$ cat config.mk
export PLATFORM = sky130hd
export DESIGN_NAME = scsi_cdb_analyzer
export DESIGN_NICKNAME = d
export VERILOG_FILES = /design/src/hw/rtl/sca_pkg.sv /design/src/hw/rtl/sca_decoder.sv /design/src/hw/rtl/sca_scaler.sv /design/src/hw/rtl/scsi_cdb_analyzer.sv
export SDC_FILE = /design/constraint.sdc
export NUM_CORES = 2
export LEC_CHECK = 0
export ABC_AREA = 1
export BUFFER_PORTS_ARGS = -buffer_cell sky130_fd_sc_hd__buf_2
export CORE_ASPECT_RATIO = 1.1
export CORE_MARGIN = 10
export CORE_UTILIZATION = 45
export DETAILED_ROUTE_END_ITERATION = 6
export PLACE_DENSITY = 0.65
export SLEW_MARGIN = 20
export SYNTH_ARGS = -nofsm -noshare
export SYNTH_HDL_FRONTEND = slang
export SYNTH_SLANG_ARGS = --single-unit
$ cat constraint.sdc
create_clock -name clock -period 14.4 [get_ports clock]
set_input_delay 3.6 -clock clock [delete_from_list [all_inputs] [get_ports clock]]
set_output_delay 3.6 -clock clock [all_outputs]
set_load 0.02 [all_outputs]
$ cat src/hw/rtl/sca_pkg.sv
// Shared types, opcodes and lookup functions for the SCSI CDB analyzer.
// No dependencies; used by all analyzer modules and the checker.
`default_nettype none

package sca_pkg;

   // opcodes with special handling
   localparam logic [7:0] OP_FORMAT_UNIT   = 8'h04;
   localparam logic [7:0] OP_FORMAT_TRACK  = 8'h06;
   localparam logic [7:0] OP_READ6         = 8'h08;
   localparam logic [7:0] OP_WRITE6        = 8'h0a;
   localparam logic [7:0] OP_SASI_INIT     = 8'h0c;
   localparam logic [7:0] OP_WRITE_BUFFER  = 8'h0f;
   localparam logic [7:0] OP_MODE_SELECT6  = 8'h15;
   localparam logic [7:0] OP_READ10        = 8'h28;
   localparam logic [7:0] OP_WRITE10       = 8'h2a;
   localparam logic [7:0] OP_VERIFY        = 8'h2f;
   localparam logic [7:0] OP_MODE_SELECT10 = 8'h55;
   localparam logic [7:0] OP_READ12        = 8'ha8;
   localparam logic [7:0] OP_WRITE12       = 8'haa;
   localparam logic [7:0] OP_READ_CD_MSF   = 8'hb9;
   localparam logic [7:0] OP_READ_CD       = 8'hbe;

   // configuration register indexes
   localparam logic [1:0] CSR_DEVICE_IS_CD  = 2'd0;
   localparam logic [1:0] CSR_BLOCK_SIZE    = 2'd1;
   localparam logic [1:0] CSR_LEGACY_ANSI   = 2'd2;
   localparam logic [1:0] CSR_SASI_ALLOWED  = 2'd3;

   localparam int          CSR_DATA_W       = 17;
   localparam logic [16:0] BLOCK_SIZE_RESET = 17'd512;

   // transfer direction codes
   localparam logic [1:0] DIR_NONE = 2'd0;
   localparam logic [1:0] DIR_OUT  = 2'd1;
   localparam logic [1:0] DIR_IN   = 2'd2;

   localparam logic [2:0]  SENSE_ILLEGAL_REQUEST = 3'd5;
   localparam logic [5:0]  ASC_ILLEGAL_FIELD     = 6'h24;
   localparam logic [16:0] CD_RAW_BLOCK          = 17'd2448;  // 2352 data + 96 subchannel
   localparam logic [31:0] SASI_INIT_LENGTH      = 32'd8;
   localparam logic [4:0]  LONGEST_LEGACY_CDB    = 5'd10;

   localparam logic [4:0] CDB_LEN6  = 5'd6;
   localparam logic [4:0] CDB_LEN10 = 5'd10;
   localparam logic [4:0] CDB_LEN12 = 5'd12;
   localparam logic [4:0] CDB_LEN16 = 5'd16;

   typedef struct packed {
      logic        device_is_cd;
      logic [16:0] block_size;
      logic        legacy_ansi;
      logic        sasi_commands_allowed;
   } cfg_type;

   typedef struct packed {
      logic [7:0]  command;
      logic [7:0]  cdb_byte1;
      logic [7:0]  cdb_byte4;
      logic [7:0]  cdb_byte6;
      logic [7:0]  cdb_byte7;
      logic [7:0]  cdb_byte8;
      logic [7:0]  cdb_byte9;
      logic [31:0] preset_length;
   } req_type;

   // decoded command, handed from the decoder to the scaler
   typedef struct packed {
      logic        reject;
      logic [4:0]  cdb_length;
      logic [1:0]  direction;
      logic        direction_unknown;
      logic [31:0] data_length;
      logic        dlen_from_prod;
      logic        bneed_from_prod;
      logic [31:0] mul_a;
      logic [16:0] mul_b;
   } dec_type;

   typedef struct packed {
      logic        accepted;
      logic        status;
      logic [4:0]  cdb_length;
      logic [1:0]  direction;
      logic        direction_unknown;
      logic [31:0] data_length;
      logic [31:0] buffer_need;
      logic [2:0]  sense_key;
      logic [5:0]  sense_code;
   } rsp_type;

   typedef struct packed {
      logic [1:0] direction;
      logic       unknown;
   } dir_info_type;

   function automatic logic [4:0] group_length(input logic [2:0] group);
      logic [4:0] len;
      unique case (group)
         3'd0:    len = CDB_LEN6;
         3'd1:    len = CDB_LEN10;
         3'd2:    len = CDB_LEN10;
         3'd3:    len = CDB_LEN12;
         3'd4:    len = CDB_LEN16;
         3'd5:    len = CDB_LEN12;
         3'd6:    len = CDB_LEN10;
         default: len = CDB_LEN6;
      endcase
      return len;
   endfunction

   function automatic dir_info_type dir_lookup(input logic [7:0] op);
      dir_info_type info;
      info.direction = DIR_NONE;
      info.unknown   = 1'b0;
      unique case (op) inside
         8'h04, 8'h0a, 8'h0c, 8'h2a, 8'haa, 8'h15, 8'h55, 8'h0f:
            info.direction = DIR_OUT;
         8'h01, 8'h03, 8'h08, 8'h12, 8'h1a, 8'h5a, 8'h25, 8'h28, 8'h34,
         8'h37, 8'h42, 8'h43, 8'ha8, 8'h51, 8'h52, 8'hb9, 8'hbd, 8'hbe:
            info.direction = DIR_IN;
         8'h00, 8'h05, 8'h06, 8'h09, 8'h0b, 8'h11, 8'h16, 8'h17, 8'h19,
         8'h1b, 8'h1d, 8'h1e, 8'h2b, 8'h35, 8'h45, 8'h47, 8'h48, 8'h49,
         8'h4b, 8'h4e, 8'ha5, 8'ha9, 8'hba, 8'hbc, 8'he0, 8'he3, 8'he4:
            info.direction = DIR_NONE;
         default:
            info.unknown = 1'b1;
      endcase
      return info;
   endfunction

endpackage

`default_nettype wire

$ cat src/hw/rtl/sca_decoder.sv
// Opcode decode for the SCSI CDB analyzer: legality, direction, lengths and
// multiplier operands. Depends on sca_pkg.
`default_nettype none

module sca_decoder (
   input  wire sca_pkg::req_type cmd,
   input  wire sca_pkg::cfg_type cfg,
   output sca_pkg::dec_type      dec
);

   logic [8:0]  c6;
   logic [15:0] c10;
   logic [31:0] c12;
   logic [4:0]  clen;
   logic        reject;
   logic        fixed;
   logic        len_set;
   logic [1:0]  fixed_dir;
   logic [31:0] set_len;
   logic        dlen_prod;
   logic        bneed_prod;
   logic [31:0] mul_a;
   logic [16:0] mul_b;
   sca_pkg::dir_info_type dir_info;

   assign c6   = (cmd.cdb_byte4 == 8'd0) ? 9'd256 : {1'b0, cmd.cdb_byte4};
   assign c10  = {cmd.cdb_byte7, cmd.cdb_byte8};
   assign c12  = {cmd.cdb_byte6, cmd.cdb_byte7, cmd.cdb_byte8, cmd.cdb_byte9};
   assign clen = sca_pkg::group_length(cmd.command[7:5]);
   assign dir_info = sca_pkg::dir_lookup(cmd.command);

   always_comb begin
      reject     = 1'b0;
      fixed      = 1'b0;
      len_set    = 1'b0;
      fixed_dir  = sca_pkg::DIR_NONE;
      set_len    = '0;
      dlen_prod  = 1'b0;
      bneed_prod = 1'b0;
      mul_a      = '0;
      mul_b      = cfg.block_size;
      if (cfg.legacy_ansi && (clen > sca_pkg::LONGEST_LEGACY_CDB)) begin
         reject = 1'b1;
      end else begin
         unique case (cmd.command) inside
            sca_pkg::OP_FORMAT_UNIT: begin
               if (cfg.device_is_cd) begin
                  reject = 1'b1;
               end else if (!cmd.cdb_byte1[4]) begin
                  fixed = 1'b1;
               end
            end
            sca_pkg::OP_FORMAT_TRACK: begin
               if (cfg.device_is_cd) reject = 1'b1;
               else fixed = 1'b1;
            end
            sca_pkg::OP_SASI_INIT: begin
               if (!cfg.sasi_commands_allowed) begin
                  reject = 1'b1;
               end else begin
                  len_set = 1'b1;
                  set_len = sca_pkg::SASI_INIT_LENGTH;
               end
            end
            sca_pkg::OP_READ6: begin
               mul_a      = {23'd0, c6};
               bneed_prod = 1'b1;
            end
            sca_pkg::OP_READ10: begin
               mul_a      = {16'd0, c10};
               bneed_prod = 1'b1;
            end
            sca_pkg::OP_READ12: begin
               mul_a      = c12;
               bneed_prod = 1'b1;
            end
            sca_pkg::OP_WRITE_BUFFER: begin
               // one block: block_size times one
               len_set    = 1'b1;
               mul_a      = 32'd1;
               dlen_prod  = 1'b1;
               bneed_prod = 1'b1;
            end
            sca_pkg::OP_WRITE6, sca_pkg::OP_WRITE10, sca_pkg::OP_WRITE12: begin
               if (cfg.device_is_cd) begin
                  reject = 1'b1;
               end else begin
                  len_set    = 1'b1;
                  dlen_prod  = 1'b1;
                  bneed_prod = 1'b1;
                  if (cmd.command == sca_pkg::OP_WRITE6) mul_a = {23'd0, c6};
                  else if (cmd.command == sca_pkg::OP_WRITE10) mul_a = {16'd0, c10};
                  else mul_a = c12;
               end
            end
            sca_pkg::OP_READ_CD, sca_pkg::OP_READ_CD_MSF: begin
               if (!cfg.device_is_cd) begin
                  reject = 1'b1;
               end else begin
                  mul_a      = {8'd0, cmd.cdb_byte6, c10};
                  mul_b      = sca_pkg::CD_RAW_BLOCK;
                  bneed_prod = 1'b1;
               end
            end
            sca_pkg::OP_VERIFY: begin
               fixed = 1'b1;
               if (cmd.cdb_byte1[1]) begin
                  fixed_dir  = sca_pkg::DIR_OUT;
                  mul_a      = {16'd0, c10};
                  dlen_prod  = 1'b1;
                  bneed_prod = 1'b1;
               end
            end
            sca_pkg::OP_MODE_SELECT6, sca_pkg::OP_MODE_SELECT10: begin
               if (!cfg.device_is_cd) reject = 1'b1;
            end
            default: begin
            end
         endcase
      end
   end

   always_comb begin
      dec                   = '0;
      dec.cdb_length        = clen;
      dec.mul_a             = mul_a;
      dec.mul_b             = mul_b;
      if (reject) begin
         dec.reject = 1'b1;
      end else begin
         dec.dlen_from_prod  = dlen_prod;
         dec.bneed_from_prod = bneed_prod;
         if (fixed) begin
            dec.direction = fixed_dir;
         end else begin
            dec.direction         = dir_info.direction;
            dec.direction_unknown = dir_info.unknown;
            if (len_set) begin
               dec.data_length = set_len;
            end else if (!cmd.preset_length[31]) begin
               dec.data_length = cmd.preset_length;
            end else if (clen == sca_pkg::CDB_LEN6) begin
               dec.data_length = {24'd0, cmd.cdb_byte4};
            end else begin
               dec.data_length = {16'd0, c10};
            end
         end
      end
   end

endmodule

`default_nettype wire

$ cat src/hw/rtl/sca_scaler.sv
// Block-count scaling for the SCSI CDB analyzer: one 32x17 multiply with
// saturation, then result assembly. Depends on sca_pkg.
`default_nettype none

module sca_scaler (
   input  wire sca_pkg::dec_type dec,
   output sca_pkg::rsp_type      rsp
);

   logic [48:0] prod;
   logic [31:0] prod_sat;

   assign prod     = {17'd0, dec.mul_a} * {32'd0, dec.mul_b};
   assign prod_sat = (|prod[48:32]) ? 32'hffff_ffff : prod[31:0];

   always_comb begin
      rsp.accepted          = !dec.reject;
      rsp.status            = dec.reject;
      rsp.cdb_length        = dec.cdb_length;
      rsp.direction         = dec.direction;
      rsp.direction_unknown = dec.direction_unknown;
      rsp.data_length       = dec.dlen_from_prod ? prod_sat : dec.data_length;
      rsp.buffer_need       = dec.bneed_from_prod ? prod_sat : 32'd0;
      rsp.sense_key         = dec.reject ? sca_pkg::SENSE_ILLEGAL_REQUEST : 3'd0;
      rsp.sense_code        = dec.reject ? sca_pkg::ASC_ILLEGAL_FIELD : 6'd0;
   end

endmodule

`default_nettype wire

$ cat src/hw/rtl/scsi_cdb_analyzer.sv
// SCSI CDB analyzer: input register, one pass of decode and multiply, result register.
// A word passes from the input register to the result register and then out on rsp_.
// Throughput: one word per cycle while rsp_stall is low; a stalled result backs up into the input register.
// Reset (synchronous): pipeline emptied, device_is_cd 0, block_size 512,
// legacy_ansi 0, sasi_commands_allowed 1.
`default_nettype none

module scsi_cdb_analyzer (
   input  wire         clock,
   input  wire         reset,

   input  wire         csr_write_enable,
   input  wire  [1:0]  csr_index,
   input  wire  [16:0] csr_write_data,

   input  wire         req_valid,
   output logic        req_stall,
   input  wire  [7:0]  req_command,
   input  wire  [7:0]  req_cdb_byte1,
   input  wire  [7:0]  req_cdb_byte4,
   input  wire  [7:0]  req_cdb_byte6,
   input  wire  [7:0]  req_cdb_byte7,
   input  wire  [7:0]  req_cdb_byte8,
   input  wire  [7:0]  req_cdb_byte9,
   input  wire  [31:0] req_preset_length,

   output logic        rsp_valid,
   input  wire         rsp_stall,
   output logic        rsp_accepted,
   output logic        rsp_status,
   output logic [4:0]  rsp_cdb_length,
   output logic [1:0]  rsp_direction,
   output logic        rsp_direction_unknown,
   output logic [31:0] rsp_data_length,
   output logic [31:0] rsp_buffer_need,
   output logic [2:0]  rsp_sense_key,
   output logic [5:0]  rsp_sense_code
);

   sca_pkg::cfg_type cfg_ff;
   sca_pkg::req_type req_ff;
   sca_pkg::rsp_type rsp_ff;
   sca_pkg::dec_type dec_in;
   sca_pkg::rsp_type rsp_in;
   logic             v1_ff, v2_ff;
   logic             adv1, adv2;

   // configuration
   always_ff @(posedge clock) begin
      if (reset) begin
         cfg_ff.device_is_cd          <= 1'b0;
         cfg_ff.block_size            <= sca_pkg::BLOCK_SIZE_RESET;
         cfg_ff.legacy_ansi           <= 1'b0;
         cfg_ff.sasi_commands_allowed <= 1'b1;
      end else if (csr_write_enable) begin
         unique case (csr_index)
            sca_pkg::CSR_DEVICE_IS_CD: cfg_ff.device_is_cd <= csr_write_data[0];
            sca_pkg::CSR_BLOCK_SIZE:   cfg_ff.block_size   <= csr_write_data;
            sca_pkg::CSR_LEGACY_ANSI:  cfg_ff.legacy_ansi  <= csr_write_data[0];
            sca_pkg::CSR_SASI_ALLOWED: cfg_ff.sasi_commands_allowed <= csr_write_data[0];
            default: begin
            end
         endcase
      end
   end

   // a stage loads when it is empty or its word moves on
   assign adv2      = !v2_ff || !rsp_stall;
   assign adv1      = !v1_ff || adv2;
   assign req_stall = !adv1;

   always_ff @(posedge clock) begin
      if (reset) begin
         v1_ff <= 1'b0;
         v2_ff <= 1'b0;
      end else begin
         if (adv1) v1_ff <= req_valid;
         if (adv2) v2_ff <= v1_ff;
      end
   end

   always_ff @(posedge clock) begin
      if (adv1 && req_valid) begin
         req_ff.command       <= req_command;
         req_ff.cdb_byte1     <= req_cdb_byte1;
         req_ff.cdb_byte4     <= req_cdb_byte4;
         req_ff.cdb_byte6     <= req_cdb_byte6;
         req_ff.cdb_byte7     <= req_cdb_byte7;
         req_ff.cdb_byte8     <= req_cdb_byte8;
         req_ff.cdb_byte9     <= req_cdb_byte9;
         req_ff.preset_length <= req_preset_length;
      end
      if (adv2 && v1_ff) rsp_ff <= rsp_in;
   end

   sca_decoder u_decoder (
      .cmd (req_ff),
      .cfg (cfg_ff),
      .dec (dec_in)
   );

   sca_scaler u_scaler (
      .dec (dec_in),
      .rsp (rsp_in)
   );

   assign rsp_valid             = v2_ff;
   assign rsp_accepted          = rsp_ff.accepted;
   assign rsp_status            = rsp_ff.status;
   assign rsp_cdb_length        = rsp_ff.cdb_length;
   assign rsp_direction         = rsp_ff.direction;
   assign rsp_direction_unknown = rsp_ff.direction_unknown;
   assign rsp_data_length       = rsp_ff.data_length;
   assign rsp_buffer_need       = rsp_ff.buffer_need;
   assign rsp_sense_key         = rsp_ff.sense_key;
   assign rsp_sense_code        = rsp_ff.sense_code;

endmodule

`default_nettype wire

==> impl_metrics.json <==
{
  "wl_per_cell_um": 19.5,
  "grt-ovfl-total": 0,
  "status": "completed",
  "antenna_found_initial": 0,
  "viasPerCell": 5.19,
  "pre_cts_ws_ns": 3.44,
  "hold_viol_final": 0,
  "met2_usage": 0.427,
  "hold_path_class": "flop to flop",
  "fmax_mhz": 93.2,
  "tritoncts": "yes",
  "ant_nets": 0,
  "r2r_cells": 36,
  "synth.distinct_cells": 56,
  "power_density_mw_per_mm2": 45.2,
  "dieArea_mm2": 0.0686,
  "internal_power_uw": 880,
  "core_mm2": 0.0577,
  "drtIter0Drc": 1861,
  "critPathCaptureType": "flop",
  "postCtsSetupRepairBufs": 0,
  "post-route-drc-count": 0,
  "start_util": 0.457,
  "synth_edf_count": 155,
  "swShare": 0.316,
  "critPathLaunchType": "flop",
  "arrival_ns": 10.95,
  "layout-drive-gt1-share": 0.0883,
  "critPathSlowestCell": "nand2_1",
  "final_common_cell": "nand2_1",
  "avgSynthCellArea_um2": 8.00,
  "crit_family": "simple AND/OR/NAND/NOR gates",
  "grt_max_degree": 69,
  "cts_sinks": 177,
  "switching_power_uw": 407,
  "numCtsBuffers": 17,
  "io_buffers": 184,
  "ioPinCount": 197,
  "grt_pass1_wl_um": 131000,
  "gp_congestion": 0.960,
  "synth_warnings": 0,
  "worstSetupPathType": "flop to flop",
  "area_growth_pct": 7.95,
  "async_reset_ff_frac": 0,
  "ys_seq_area_frac": 0.193,
  "grt_use_total": 0.244,
  "fin_util": 0.493,
  "grt_util_met1": 0.293,
  "final.setup.tns_ns": 0,
  "r2r_end": "rsp_data_length[7]",
  "p_clk_frac": 0.394,
  "maxSlewHeadroom": 0.303,
  "slew_violations": 0,
  "post-route-period-util": 0.745,
  "cts_resized": 0,
  "worstMarginPinSlew_ns": 1.04,
  "syn_inst": 3293,
  "crit_buf_inv": 6,
  "r2r-start": "req_ff[82]",
  "top_usage_layer": "met2",
  "die_w_um": 251,
  "r2r_slack_ns": 3.67,
  "via_count": 21646,
  "wirelength_um": 81500,
  "dr.pass1.iters": 5,
  "path_common_cell": "nand2_1",
  "min_from": "cfg_ff[10]",
  "cts_htree_levels": 4,
  "min_period_ns": 10.73,
  "setup_viol": 0,
  "met3_usage": 0.0471,
  "rows": 92,
  "max_cap_viol_count": 0,
  "rsz0062_at_grt": "false",
  "grt_pass1_vias": 22955,
  "layout_common_cells": "907 x nand2_1, 772 x inv_1, 449 x fa_1",
  "power.leakage_uw": 0.0142,
  "ir_worst_vdd_v": 0.000114,
  "worstPathMaxFanout": 32,
  "cts.clk_slew.worst_paths_ns": 0.08,
  "clkLatencyLatePin_ns": 0.46,
  "layout.nets": 4092,
  "fp.dieH_um": 274,
  "postCtsHoldBufs": 0,
  "p_seq_frac": 0.468,
  "ys.flop_type": "edfxtp_1",
  "skew_ns": 0.0157,
  "dpl_cell_area_mm2": 0.0278,
  "worst_slack_ns": 3.67,
  "comb_power_share": 0.138,
  "critPathMaxStageDelay_ns": 0.71,
  "holdPathStages": 2,
  "cts_buffer_depth": 2,
  "synth_area_mm2": 0.0263,
  "diodes": 0,
  "synth_seq_cells": 177,
  "dpl.hpwl_um": 66100,
  "design_area_mm2": 0.0284,
  "root_buffer": "clkbuf_16",
  "holdPathEnd": "cfg_ff[10]",
  "cp.required_ns": 14.62
}
## power by group through the flow
stage,clock (uW),combinational [uW],sequential [uW]
after floorplan,0,93.6,623
after global placement,0,175,614
after detailed placement,0,175,614
after CTS,520,176,602
after global routing,537,192,605
final,507,177,602
## logic make-up (layout without fill, tap and decap cells)
group / count (synthesis) / after routing / synth area share
adders and majority gates: 572 / 572 / 0.400
DFF: 177 / 177 / 0.193
AOI/OAI and AO/OA: 189 / 189 / 0.0450
xor gates and xnor gates: 29 / 29 / 0.00964
buffers and inverters: 916 / 1039 / 0.137
and+or+nand+nor: 1409 / 1409 / 0.215
other: 1 / 6 / 0.000142
## registers in the layout (all words and copies together), names as in the netlist
signal,count
rsp_cdb_length,4
req_ff,82
rsp_data_length,32
cfg_ff,20
rsp_valid,1
rsp_direction_unknown,1
v1_ff,1
rsp_accepted,1
rsp_buffer_need,32
rsp_sense_code,1
rsp_direction,2
## layout make-up
class / instances / area (um2)
clock buffer: 17 / 425
sequential: 177 / 5090
timing repair buffer: 201 / 1050
inverter: 806 / 3030
fill: 5658 / 29200
tap: 752 / 941
clock inverter: 15 / 223
multi-input combinational: 2205 / 17700
## how the worst max path moves through the flow
| stage | from | endpoint | slack [ns] | cells past startpoint |
|---|---|---|---|---|
| floorplan | rsp_stall | rsp_accepted | 6.71 | 1 |
| global placement | req_ff[80] | rsp_data_length[16] | 3.42 | 36 |
| detailed placement | req_ff[80] | rsp_data_length[16] | 3.44 | 36 |
| CTS | req_ff[80] | rsp_data_length[14] | 3.42 | 36 |
| global route | req_ff[82] | rsp_data_length[9] | 3.09 | 37 |
| finish | req_ff[82] | rsp_data_length[7] | 3.67 | 36 |
## stage by stage
stage | cells | hold WS [ns] | power (uW)
4_1_cts | 4173 | 0.463 | 1300
6_report | 4173 | 0.467 | 1290
2_1_floorplan | 3298 | 0.430 | 716
3_3_place_gp | 4141 | 0.444 | 788
5_1_grt | 4173 | 0.506 | 1330
3_5_place_dp | 4141 | 0.451 | 789
## synth_stat cells (3+ instances only)
library cell / instances / area (um2)
a21oi_1: 66 / 330
a31oi_1: 5 / 31.3
a41oi_1: 3 / 26.3
and2_1: 3 / 18.8
buf_2: 54 / 270
buf_4: 22 / 165
buf_6: 4 / 45.0
clkbuf_1: 28 / 105
clkinv_1: 4 / 15.0
dfxtp_1: 22 / 440
edfxtp_1: 155 / 4650
fa_1: 449 / 8990
ha_1: 123 / 1540
inv_1: 774 / 2910
inv_2: 27 / 101
nand2_1: 907 / 3400
nand2_2: 13 / 81.3
nand3_1: 103 / 515
nand3b_1: 10 / 75.1
nand4_1: 9 / 56.3
nor2_1: 328 / 1230
nor2_2: 5 / 31.3
nor2_4: 6 / 67.6
nor3_1: 10 / 50.1
nor4_1: 7 / 43.8
o2111ai_1: 17 / 149
o211ai_1: 9 / 67.6
o21ai_0: 53 / 265
o21bai_1: 5 / 37.5
o221ai_1: 8 / 70.1
o22ai_1: 4 / 25.0
xnor2_1: 23 / 201
xor2_1: 6 / 52.6
## worst register-to-register path, delay by kind of cell (launching register included)
kind	cells	cell delay, ns
AO/OA/AOI/OAI	3	0.38
adder cells (fa/ha/maj)	7	3.56
buffers and inverters	6	1.14
flip-flops	1	0.41
AND/OR/NAND/NOR	20	5.03
## per-layer routing
| layer | part of all wire | routed length [um] |
|---|---|---|
| met5 | 0 | 0 |
| met4 | 0.037 | 3040 |
| met3 | 0.073 | 5920 |
| met2 | 0.50 | 40700 |
| met1 | 0.39 | 31800 |
No activity file was read; power rests on OpenSTA's default activity.
